`src/rtl/sdtq_pkg.sv`:
```
// shared types and codes for the sorted deadline timer queue
// used by sdtq_alloc and sorted_deadline_timer_queue_unit; no dependencies
`default_nettype none

package sdtq_pkg;

    // default number of timer slots
    localparam int TIMER_SLOTS_DEF = 16;

    // width of tick count, deadlines and user tags
    localparam int TW = 32;

    // operation codes carried in s_tuser
    localparam logic [1:0] MODE_CREATE = 2'd0;
    localparam logic [1:0] MODE_DELETE = 2'd1;
    localparam logic [1:0] MODE_TICK   = 2'd2;

    // status codes of a result beat
    localparam logic [1:0] STAT_OK       = 2'd0;
    localparam logic [1:0] STAT_ZERO     = 2'd1;
    localparam logic [1:0] STAT_FULL     = 2'd2;
    localparam logic [1:0] STAT_INACTIVE = 2'd3;

    // sequencer states
    typedef enum logic [2:0] {
        S_IDLE,
        S_FIND,
        S_HEAD,
        S_WALK,
        S_RESP
    } state_t;

    // requests to the handle allocator
    typedef struct packed {
        logic scan_start;
        logic scan_step;
        logic set_en;
        logic clr_en;
    } alloc_ctrl_t;

    // allocator scan status
    typedef struct packed {
        logic found;
        logic exhausted;
    } alloc_stat_t;

endpackage

`default_nettype wire

```
`src/rtl/sdtq_alloc.sv`:
```
// handle allocator: one in-use bit per handle and a lowest-free scan
// depends on sdtq_pkg
`default_nettype none

module sdtq_alloc #(
    parameter int TIMER_SLOTS = sdtq_pkg::TIMER_SLOTS_DEF
) (
    input  wire                             clk,
    input  wire                             rst_n,
    input  sdtq_pkg::alloc_ctrl_t           ctrl,
    input  wire [$clog2(TIMER_SLOTS)-1:0]   upd_handle,
    input  wire [$clog2(TIMER_SLOTS)-1:0]   chk_handle,
    output logic                            chk_active,
    output sdtq_pkg::alloc_stat_t           stat,
    output logic [$clog2(TIMER_SLOTS)-1:0]  free_handle
);
    import sdtq_pkg::*;

    localparam int HW = $clog2(TIMER_SLOTS);
    localparam logic [HW-1:0] LAST_H = HW'(TIMER_SLOTS - 1);

    logic [TIMER_SLOTS-1:0] in_use_reg;
    logic [TIMER_SLOTS-1:0] in_use_next;
    logic [HW-1:0]          scan_reg;
    logic [HW-1:0]          scan_next;
    logic                   scan_used;

    // active check for a delete request, out-of-range handles are inactive
    assign chk_active = (int'(chk_handle) < TIMER_SLOTS) && in_use_reg[chk_handle];

    // one handle examined per cycle
    assign scan_used      = in_use_reg[scan_reg];
    assign stat.found     = ctrl.scan_step && !scan_used;
    assign stat.exhausted = ctrl.scan_step && scan_used && (scan_reg == LAST_H);
    assign free_handle    = scan_reg;

    // scan pointer
    always_comb
    begin
        scan_next = scan_reg;
        if (ctrl.scan_start)
        begin
            scan_next = '0;
        end
        else if (ctrl.scan_step && scan_used && (scan_reg != LAST_H))
        begin
            scan_next = scan_reg + 1'b1;
        end
    end

    // in-use bits
    always_comb
    begin
        in_use_next = in_use_reg;
        if (ctrl.set_en)
        begin
            in_use_next[upd_handle] = 1'b1;
        end
        if (ctrl.clr_en)
        begin
            in_use_next[upd_handle] = 1'b0;
        end
    end

    always_ff @(posedge clk or negedge rst_n)
    begin
        if (!rst_n)
        begin
            in_use_reg <= '0;
            scan_reg   <= '0;
        end
        else
        begin
            in_use_reg <= in_use_next;
            scan_reg   <= scan_next;
        end
    end

endmodule

`default_nettype wire

```
`src/rtl/sorted_deadline_timer_queue_unit.sv`:
```
// sorted deadline timer queue: top level with list memory and walk sequencer
// depends on sdtq_pkg and sdtq_alloc
//
// Usage: one command beat enters on the s_ channel, mode in s_tuser (create,
// delete or tick); timeout, user tag and handle in s_tdata. Every command
// gives exactly one result beat on the m_ channel: status, new handle and,
// for a tick, the fired flag with the expired timer's handle and tag.
// The timers sit in one list memory sorted by deadline, read through a
// register; every create, delete or firing tick walks the valid entries
// once, reading entry i while the entry before it is written back shifted.
// A create first searches for h, the lowest free handle, one handle per
// cycle; a tick that does not fire, a tick on an empty list and a
// rejected command skip the walk.
// One command is worked on at a time; s_tready is high while the sequencer
// is idle, and the next command is taken while a result still waits in the
// output register. A stalled receiver holds the result register; a second
// result waits in the sequencer until that register frees up.
// Reset clears the tick count, the entry count and all handles; the list
// memory needs no clearing since only the first count entries are read.
`default_nettype none

module sorted_deadline_timer_queue_unit #(
    parameter int TIMER_SLOTS = sdtq_pkg::TIMER_SLOTS_DEF
) (
    input  wire                                                   clk,
    input  wire                                                   rst_n,
    // s_tdata: timeout[31:0], user_tag[63:32], handle above, zero pad
    input  wire                                                   s_tvalid,
    output logic                                                  s_tready,
    input  wire [((2*sdtq_pkg::TW+$clog2(TIMER_SLOTS)+7)/8)*8-1:0] s_tdata,
    // s_tuser: mode[1:0]
    input  wire [1:0]                                             s_tuser,
    // m_tdata: status[1:0], new_handle, fired, fired_handle, fired_tag, zero pad
    output logic                                                  m_tvalid,
    input  wire                                                   m_tready,
    output logic [((sdtq_pkg::TW+3+2*$clog2(TIMER_SLOTS)+7)/8)*8-1:0] m_tdata
);
    import sdtq_pkg::*;

    localparam int HW    = $clog2(TIMER_SLOTS);
    localparam int CW    = $clog2(TIMER_SLOTS + 1);
    localparam int ENT_W = 2 * TW + HW;
    localparam int OUT_F = TW + 3 + 2 * HW;
    localparam int OUT_W = ((OUT_F + 7) / 8) * 8;
    localparam logic [CW-1:0] SLOTS_C = CW'(TIMER_SLOTS);

    // list memory: {handle, tag, deadline} per entry
    logic [ENT_W-1:0] mem [TIMER_SLOTS];
    logic [ENT_W-1:0] rd_data_reg;
    logic             mem_we;
    logic [HW-1:0]    mem_waddr;
    logic [ENT_W-1:0] mem_wdata;
    logic             mem_re;
    logic [HW-1:0]    mem_raddr;

    state_t           state_reg, state_next;
    logic [TW-1:0]    tick_reg, tick_next;
    logic [CW-1:0]    cnt_reg, cnt_next;
    logic [CW-1:0]    i_reg, i_next;
    logic             pend_reg, pend_next;
    logic [HW-1:0]    p_idx_reg, p_idx_next;
    logic             flag_reg, flag_next;
    logic             del_reg, del_next;
    logic [ENT_W-1:0] carry_reg, carry_next;
    logic [ENT_W-1:0] ent_reg, ent_next;
    logic [HW-1:0]    tgt_reg, tgt_next;

    // result fields
    logic [1:0]       status_reg, status_next;
    logic [HW-1:0]    nh_reg, nh_next;
    logic             fired_reg, fired_next;
    logic [HW-1:0]    fh_reg, fh_next;
    logic [TW-1:0]    ftag_reg, ftag_next;

    // output register
    logic             m_tvalid_reg, m_tvalid_next;
    logic [OUT_W-1:0] m_tdata_reg, m_tdata_next;

    // input fields
    logic [TW-1:0]    in_timeout;
    logic [TW-1:0]    in_tag;
    logic [HW-1:0]    in_handle;
    logic             accept;

    // read data fields
    logic [TW-1:0]    rd_dl;
    logic [TW-1:0]    rd_tag;
    logic [HW-1:0]    rd_hdl;

    logic             out_free;
    logic             walk_end;
    logic             create_go;
    logic             delete_go;

    // allocator link
    alloc_ctrl_t      actl;
    alloc_stat_t      astat;
    logic [HW-1:0]    upd_handle;
    logic             chk_active;
    logic [HW-1:0]    free_handle;

    assign in_timeout = s_tdata[TW-1:0];
    assign in_tag     = s_tdata[2*TW-1:TW];
    assign in_handle  = s_tdata[2*TW+HW-1:2*TW];
    assign s_tready   = (state_reg == S_IDLE);
    assign accept     = s_tvalid && s_tready;

    assign rd_dl  = rd_data_reg[TW-1:0];
    assign rd_tag = rd_data_reg[2*TW-1:TW];
    assign rd_hdl = rd_data_reg[ENT_W-1:2*TW];

    assign out_free  = !m_tvalid_reg || m_tready;
    assign walk_end  = !pend_reg && (i_reg >= cnt_reg);
    assign create_go = (in_timeout != '0) && (cnt_reg < SLOTS_C);
    assign delete_go = chk_active;

    sdtq_alloc #(
        .TIMER_SLOTS (TIMER_SLOTS)
    ) u_alloc (
        .clk         (clk),
        .rst_n       (rst_n),
        .ctrl        (actl),
        .upd_handle  (upd_handle),
        .chk_handle  (in_handle),
        .chk_active  (chk_active),
        .stat        (astat),
        .free_handle (free_handle)
    );

    // list memory, one write and one registered read per cycle
    always_ff @(posedge clk)
    begin
        if (mem_we)
        begin
            mem[mem_waddr] <= mem_wdata;
        end
        if (mem_re)
        begin
            rd_data_reg <= mem[mem_raddr];
        end
    end

    // next state
    always_comb
    begin
        state_next = state_reg;
        case (state_reg)
            S_IDLE:
            begin
                if (accept)
                begin
                    case (s_tuser)
                        MODE_CREATE: state_next = create_go ? S_FIND : S_RESP;
                        MODE_DELETE: state_next = delete_go ? S_WALK : S_RESP;
                        MODE_TICK:   state_next = (cnt_reg != '0) ? S_HEAD : S_RESP;
                        default:     state_next = S_RESP;
                    endcase
                end
            end
            S_FIND:
            begin
                if (astat.found)
                begin
                    state_next = S_WALK;
                end
                else if (astat.exhausted)
                begin
                    state_next = S_RESP;
                end
            end
            S_HEAD:
            begin
                state_next = (rd_dl <= tick_reg) ? S_WALK : S_RESP;
            end
            S_WALK:
            begin
                if (walk_end)
                begin
                    state_next = S_RESP;
                end
            end
            S_RESP:
            begin
                if (out_free)
                begin
                    state_next = S_IDLE;
                end
            end
            default: state_next = S_IDLE;
        endcase
    end

    // datapath, memory and allocator control
    always_comb
    begin
        tick_next     = tick_reg;
        cnt_next      = cnt_reg;
        i_next        = i_reg;
        pend_next     = pend_reg;
        p_idx_next    = p_idx_reg;
        flag_next     = flag_reg;
        del_next      = del_reg;
        carry_next    = carry_reg;
        ent_next      = ent_reg;
        tgt_next      = tgt_reg;
        status_next   = status_reg;
        nh_next       = nh_reg;
        fired_next    = fired_reg;
        fh_next       = fh_reg;
        ftag_next     = ftag_reg;
        m_tvalid_next = m_tvalid_reg && !m_tready;
        m_tdata_next  = m_tdata_reg;
        mem_we        = 1'b0;
        mem_waddr     = '0;
        mem_wdata     = '0;
        mem_re        = 1'b0;
        mem_raddr     = '0;
        actl          = '0;
        upd_handle    = tgt_reg;

        case (state_reg)
            // take a command and settle the quick cases
            S_IDLE:
            begin
                if (accept)
                begin
                    status_next = STAT_OK;
                    nh_next     = '0;
                    fired_next  = 1'b0;
                    fh_next     = '0;
                    ftag_next   = '0;
                    i_next      = '0;
                    pend_next   = 1'b0;
                    flag_next   = 1'b0;
                    case (s_tuser)
                        MODE_CREATE:
                        begin
                            del_next = 1'b0;
                            if (in_timeout == '0)
                            begin
                                status_next = STAT_ZERO;
                            end
                            else if (cnt_reg >= SLOTS_C)
                            begin
                                status_next = STAT_FULL;
                            end
                            else
                            begin
                                ent_next        = {{HW{1'b0}}, in_tag, tick_reg + in_timeout};
                                actl.scan_start = 1'b1;
                            end
                        end
                        MODE_DELETE:
                        begin
                            del_next = 1'b1;
                            tgt_next = in_handle;
                            if (!delete_go)
                            begin
                                status_next = STAT_INACTIVE;
                            end
                        end
                        MODE_TICK:
                        begin
                            tick_next = tick_reg + 1'b1;
                            if (cnt_reg != '0)
                            begin
                                mem_re    = 1'b1;
                                mem_raddr = '0;
                            end
                        end
                        default:
                        begin
                            status_next = STAT_OK;
                        end
                    endcase
                end
            end
            // lowest free handle, one per cycle
            S_FIND:
            begin
                actl.scan_step = 1'b1;
                if (astat.found)
                begin
                    ent_next[ENT_W-1:2*TW] = free_handle;
                end
                else if (astat.exhausted)
                begin
                    status_next = STAT_FULL;
                end
            end
            // head check after a tick; a firing head enters the delete walk
            S_HEAD:
            begin
                if (rd_dl <= tick_reg)
                begin
                    fired_next = 1'b1;
                    fh_next    = rd_hdl;
                    ftag_next  = rd_tag;
                    tgt_next   = rd_hdl;
                    del_next   = 1'b1;
                    flag_next  = 1'b1;
                    i_next     = CW'(1);
                    pend_next  = 1'b0;
                end
            end
            // walk the list: read entry i, write back the shifted entry
            S_WALK:
            begin
                if (pend_reg)
                begin
                    if (del_reg)
                    begin
                        if (flag_reg)
                        begin
                            mem_we    = 1'b1;
                            mem_waddr = p_idx_reg - 1'b1;
                            mem_wdata = rd_data_reg;
                        end
                        else if (rd_hdl == tgt_reg)
                        begin
                            flag_next = 1'b1;
                        end
                    end
                    else
                    begin
                        if (!flag_reg)
                        begin
                            if (rd_dl > ent_reg[TW-1:0])
                            begin
                                mem_we     = 1'b1;
                                mem_waddr  = p_idx_reg;
                                mem_wdata  = ent_reg;
                                carry_next = rd_data_reg;
                                flag_next  = 1'b1;
                            end
                        end
                        else
                        begin
                            mem_we     = 1'b1;
                            mem_waddr  = p_idx_reg;
                            mem_wdata  = carry_reg;
                            carry_next = rd_data_reg;
                        end
                    end
                end

                if (i_reg < cnt_reg)
                begin
                    mem_re     = 1'b1;
                    mem_raddr  = i_reg[HW-1:0];
                    pend_next  = 1'b1;
                    p_idx_next = i_reg[HW-1:0];
                    i_next     = i_reg + 1'b1;
                end
                else
                begin
                    pend_next = 1'b0;
                end

                // last step: tail write on create, and bookkeeping
                if (walk_end)
                begin
                    if (del_reg)
                    begin
                        actl.clr_en = 1'b1;
                        upd_handle  = tgt_reg;
                        if (flag_reg)
                        begin
                            cnt_next = cnt_reg - 1'b1;
                        end
                    end
                    else
                    begin
                        mem_we      = 1'b1;
                        mem_waddr   = cnt_reg[HW-1:0];
                        mem_wdata   = flag_reg ? carry_reg : ent_reg;
                        cnt_next    = cnt_reg + 1'b1;
                        actl.set_en = 1'b1;
                        upd_handle  = ent_reg[ENT_W-1:2*TW];
                        nh_next     = ent_reg[ENT_W-1:2*TW];
                    end
                end
            end
            // hand the result to the output register
            S_RESP:
            begin
                if (out_free)
                begin
                    m_tvalid_next = 1'b1;
                    m_tdata_next  = {{(OUT_W - OUT_F){1'b0}}, ftag_reg, fh_reg,
                                     fired_reg, nh_reg, status_reg};
                end
            end
            default:
            begin
                status_next = status_reg;
            end
        endcase
    end

    assign m_tvalid = m_tvalid_reg;
    assign m_tdata  = m_tdata_reg;

    // control registers
    always_ff @(posedge clk or negedge rst_n)
    begin
        if (!rst_n)
        begin
            state_reg    <= S_IDLE;
            tick_reg     <= '0;
            cnt_reg      <= '0;
            i_reg        <= '0;
            pend_reg     <= 1'b0;
            flag_reg     <= 1'b0;
            del_reg      <= 1'b0;
            m_tvalid_reg <= 1'b0;
        end
        else
        begin
            state_reg    <= state_next;
            tick_reg     <= tick_next;
            cnt_reg      <= cnt_next;
            i_reg        <= i_next;
            pend_reg     <= pend_next;
            flag_reg     <= flag_next;
            del_reg      <= del_next;
            m_tvalid_reg <= m_tvalid_next;
        end
    end

    // payload registers
    always_ff @(posedge clk)
    begin
        p_idx_reg   <= p_idx_next;
        carry_reg   <= carry_next;
        ent_reg     <= ent_next;
        tgt_reg     <= tgt_next;
        status_reg  <= status_next;
        nh_reg      <= nh_next;
        fired_reg   <= fired_next;
        fh_reg      <= fh_next;
        ftag_reg    <= ftag_next;
        m_tdata_reg <= m_tdata_next;
    end

    // entry count never passes the slot count
    a_cnt_bound: assert property (@(posedge clk) disable iff (!rst_n)
        cnt_reg <= SLOTS_C)
        else $error("entry count above slot count");

    // a pending read during the walk always targets a valid entry
    a_walk_idx: assert property (@(posedge clk) disable iff (!rst_n)
        (state_reg == S_WALK && pend_reg) |-> (CW'(p_idx_reg) < cnt_reg))
        else $error("walk read beyond valid entries");

    // an accepted command always leaves idle
    a_busy: assert property (@(posedge clk) disable iff (!rst_n)
        accept |=> (state_reg != S_IDLE))
        else $error("command accepted but sequencer stayed idle");

    // a result handed over shows up as a valid beat
    a_resp: assert property (@(posedge clk) disable iff (!rst_n)
        (state_reg == S_RESP && out_free) |=> m_tvalid_reg)
        else $error("result lost on its way to the output register");

    // a full queue is never granted a new walk for create
    a_full: assert property (@(posedge clk) disable iff (!rst_n)
        (state_reg == S_FIND) |-> (cnt_reg < SLOTS_C))
        else $error("handle search started on a full queue");

endmodule

`default_nettype wire
```
`config.mk`:
```
export PLATFORM = sky130hd
export DESIGN_NAME = sorted_deadline_timer_queue_unit
export DESIGN_NICKNAME = d
export VERILOG_FILES = /design/src/rtl/sdtq_pkg.sv /design/src/rtl/sdtq_alloc.sv /design/src/rtl/sorted_deadline_timer_queue_unit.sv
export SDC_FILE = /design/constraint.sdc
export NUM_CORES = 2
export LEC_CHECK = 0
export BUFFER_PORTS_ARGS = -buffer_cell sky130_fd_sc_hd__buf_2
export CAP_MARGIN = 20
export CORE_AREA = 2 2 450 452
export DETAILED_ROUTE_END_ITERATION = 8
export DIE_AREA = 0 0 452 454
export GPL_TIMING_DRIVEN = 1
export PLACE_DENSITY = 0.42
export SLEW_MARGIN = 40
export SYNTH_ARGS = -nofsm -noshare
export SYNTH_HDL_FRONTEND = slang
export SYNTH_SLANG_ARGS = --single-unit
```
`constraint.sdc`:
```
create_clock -name clk -period 7.8 [get_ports clk]
set_input_delay 0.78 -clock clk [delete_from_list [all_inputs] [get_ports clk]]
set_output_delay 0.78 -clock clk [all_outputs]
set_load 0.02 [all_outputs]
```
==> reports/metrics.csv <==
metric,value,unit
cp.required,8220,ps
fin_crit,5239,ps
gp_congestion,0.7486,
synth_area,59850,um2
grt_max_degree,136,
grt_first_pass_wirelength,252800,um
synth_warnings,0,
max_cap_violations,0,
viasPerCell,5.057,
antenna_found_initial,5,
drtIter0Drc,2897,
largest_register_ffs,1088,
dieArea,205200,um2
r2r_slack,2560,ps
synthAdderAreaFrac,0.02304,
instances_no_fill,6648,
power_leakage,25.54,nW
cp-startpoint,state_reg[1]$_DFFE_PN0P_,
syn2layout_area_growth,16.11,%
fin_nets,4028,
grt-ovfl-total,0,
dp_cells,6347,
antenna_left,0,
synth_top_area_share,0.6954,
critPathCaptureType,flip-flop,
wl_per_cell,26.38,um
yosys-top-cells-area,"edfxtp_1 70%, mux4_2 5.5%, dfrtp_1 2.9%, mux2i_1 2.3%, nand2_1 2.3%",
fin_crit_sh,0.6716,
post-route-util,0.3459,
drive_above_1_share,0.2023,
synthFlopType,edfxtp_1,
p_switching,0.005360,W
cts_buffers,160,
whs,151.1,ps
clockBufferDepth,3,
grt_use_total,0.1696,
wl,175400,um
cts_resized,0,
crit_chain,nor2b_4 > buf_4 > and2_1 > nand2_1 > nor2_1 > o211ai_4 > o22ai_1 > buf_4 > nand2_1 > nor2_4 > buf_12,
avgSynthCellArea,16.28,um2
crit_type,reg2reg,
clkPwrFrac,0.383,
finalMaxSlewViolations,0,
hp-class,in2reg,
synth_edf_count,1386,
max_stage_delay,630,ps
intPower,0.01403,W
largest-register,mem,
vias,33620,
max-slew-margin-rel,0.4067,
core,200900,um2
fmax,0.1909,GHz
endpoint,mem[3][27]$_DFFE_PP_,
synth_compound_area_frac,0.07746,
pwr-share-comb,0.140,
cp_max_fo,54,
synth_mux_area_frac,0.08781,
ys_seq_area_frac,0.7243,
tightestPinTransition,890.0,ps
vdd_ir_drop_max,0.2047,mV
worstSkewPairLatency,820,ps
htreeDepth,4,
synth.distinct_cells,82,
clock_sinks,1455,
fin_setup_tns,0,ps
r2r_end,mem[3][27]$_DFFE_PP_,
rsz0062_at_grt,no,
synth_top_family_by_area,multiplexers,
cts.clk_slew.worst_paths,60,ps
first_global_vias,33810,
ys_ff_latch,1455,
rr_startpoint,state_reg[1]$_DFFE_PN0P_,
start_util,0.2979,
drc,0,
p_per_area,279.1,nW/um2
async_flop_share,0.04742,
die_h,454,um
reg2reg_depth,11,
p_total,0.01939,W
switching_share,0.2764,
slowest_stage,nor2_4,
synth_common_cells,"1386 x edfxtp_1, 367 x nand2_1, 207 x o21ai_0",
numPortBuffers,118,
outcome,finished clean,
synthXorXnorAreaFrac,0.01098,
hold_viol,0,
cts_tree,yes,
row_count,165,
root_buffer,clkbuf_16,
crit_arrival,5660,ps
hpwl,93050,um
p_seq_frac,0.477,
setup_viol,0,
detail_route.first_pass.iterations,6,
synth_cells,3677,
setup.worst_path.start_class,flip-flop,
die_x,452,um
ioPinCount,128,
finalClockSkew,35.99,ps
yosysTopAreaCell,edfxtp_1,
yosysMostFrequentCell,edfxtp_1,
synth_simple_gate_area_share,0.05657,
-- power groups by stage --
| stage | registers [W] | clock network [W] | logic, W |
|---|---|---|---|
| after floorplan | 0.00924 | 0 | 0.00173 |
| after global placement | 0.00942 | 0 | 0.00271 |
| after detailed placement | 0.00942 | 0 | 0.00275 |
| after CTS | 0.00926 | 0.00763 | 0.00277 |
| after global routing | 0.00928 | 0.00792 | 0.00296 |
| final | 0.00924 | 0.00743 | 0.00272 |
-- metal layers --
metal  up-vias  track usage  routed length (um)
met5         -            0                   0
met4         0      0.04458                3767
met3       212      0.02356                6783
met2       718       0.2705               82210
met1     17820       0.2424               82620
li1      14870            -                   -
-- worst min-delay path by stage --
stage                     cells after the start                        start                    end
after global routing                          1                  s_tdata[63]  ent_reg[63]$_DFFE_PP_
after global placement                        0    ftag_reg[8]$_SDFFCE_PN0P_  m_tdata[19]$_DFFE_PP_
final                                         1                  s_tdata[59]  ent_reg[59]$_DFFE_PP_
after detailed placement                      0    ftag_reg[8]$_SDFFCE_PN0P_  m_tdata[19]$_DFFE_PP_
after CTS                                     1                  s_tdata[57]  ent_reg[57]$_DFFE_PP_
after floorplan                               0  status_reg[0]$_SDFFCE_PN0P_   m_tdata[0]$_DFFE_PP_
-- layout by cell type (no fill, tap or decap), drive strengths merged, types with 30 or more instances in the layout --
master	n
dfrtp	69
inv	102
xnor2	60
nor2	150
a21oi	57
clkinv	64
a222oi	66
ha	107
mux4	146
nand2	368
mux2i	138
nand4	30
buf	201
a31o	126
edfxtp	1386
o21ai	221
mux2	52
clkbuf	208
nand3	54
and3	57
a22oi	69
-- worst max-delay path, delay by kind of cell, from the launching register on --
kind,cells,cell delay (ps)
AO/OA/AOI/OAI,2,380
buffers and inverters,3,1230
flip-flops,1,600
AND/OR/NAND/NOR,6,2430
-- cell type report --
type	instances	area [um2]
repair buffers	202	1634
clock inverters	87	854.6
diodes	2	5.005
multi-input cells	1928	15730
well taps	2672	3343
flip-flops and latches	1455	43360
fillers	19210	131400
inverters	94	352.8
clock buffers	208	4215
-- cells by family after synthesis --
kind of cell,Yosys count
xor+xnor,75
mux,336
buf+inv,298
fa+ha+maj,109
simple gates,749
compound gates,654
other cells,1
flops,1455
-- stage by stage --
stage	worst slack [ps]	cell area [um2]
detailed placement	2599	64270
global route	2334	69490
global placement	2382	64000
finish	2561	69490
floorplan	-194.0	59860
CTS	2569	69350
-- repair_timing --
| action | 4_1_cts | 5_1_grt |
|---|---|---|
| setup buffers | 0 | 0 |
| hold endpoints to repair | 32 | 0 |
| hold buffers | 1 | 0 |
(Power assumes the default switching activity.)
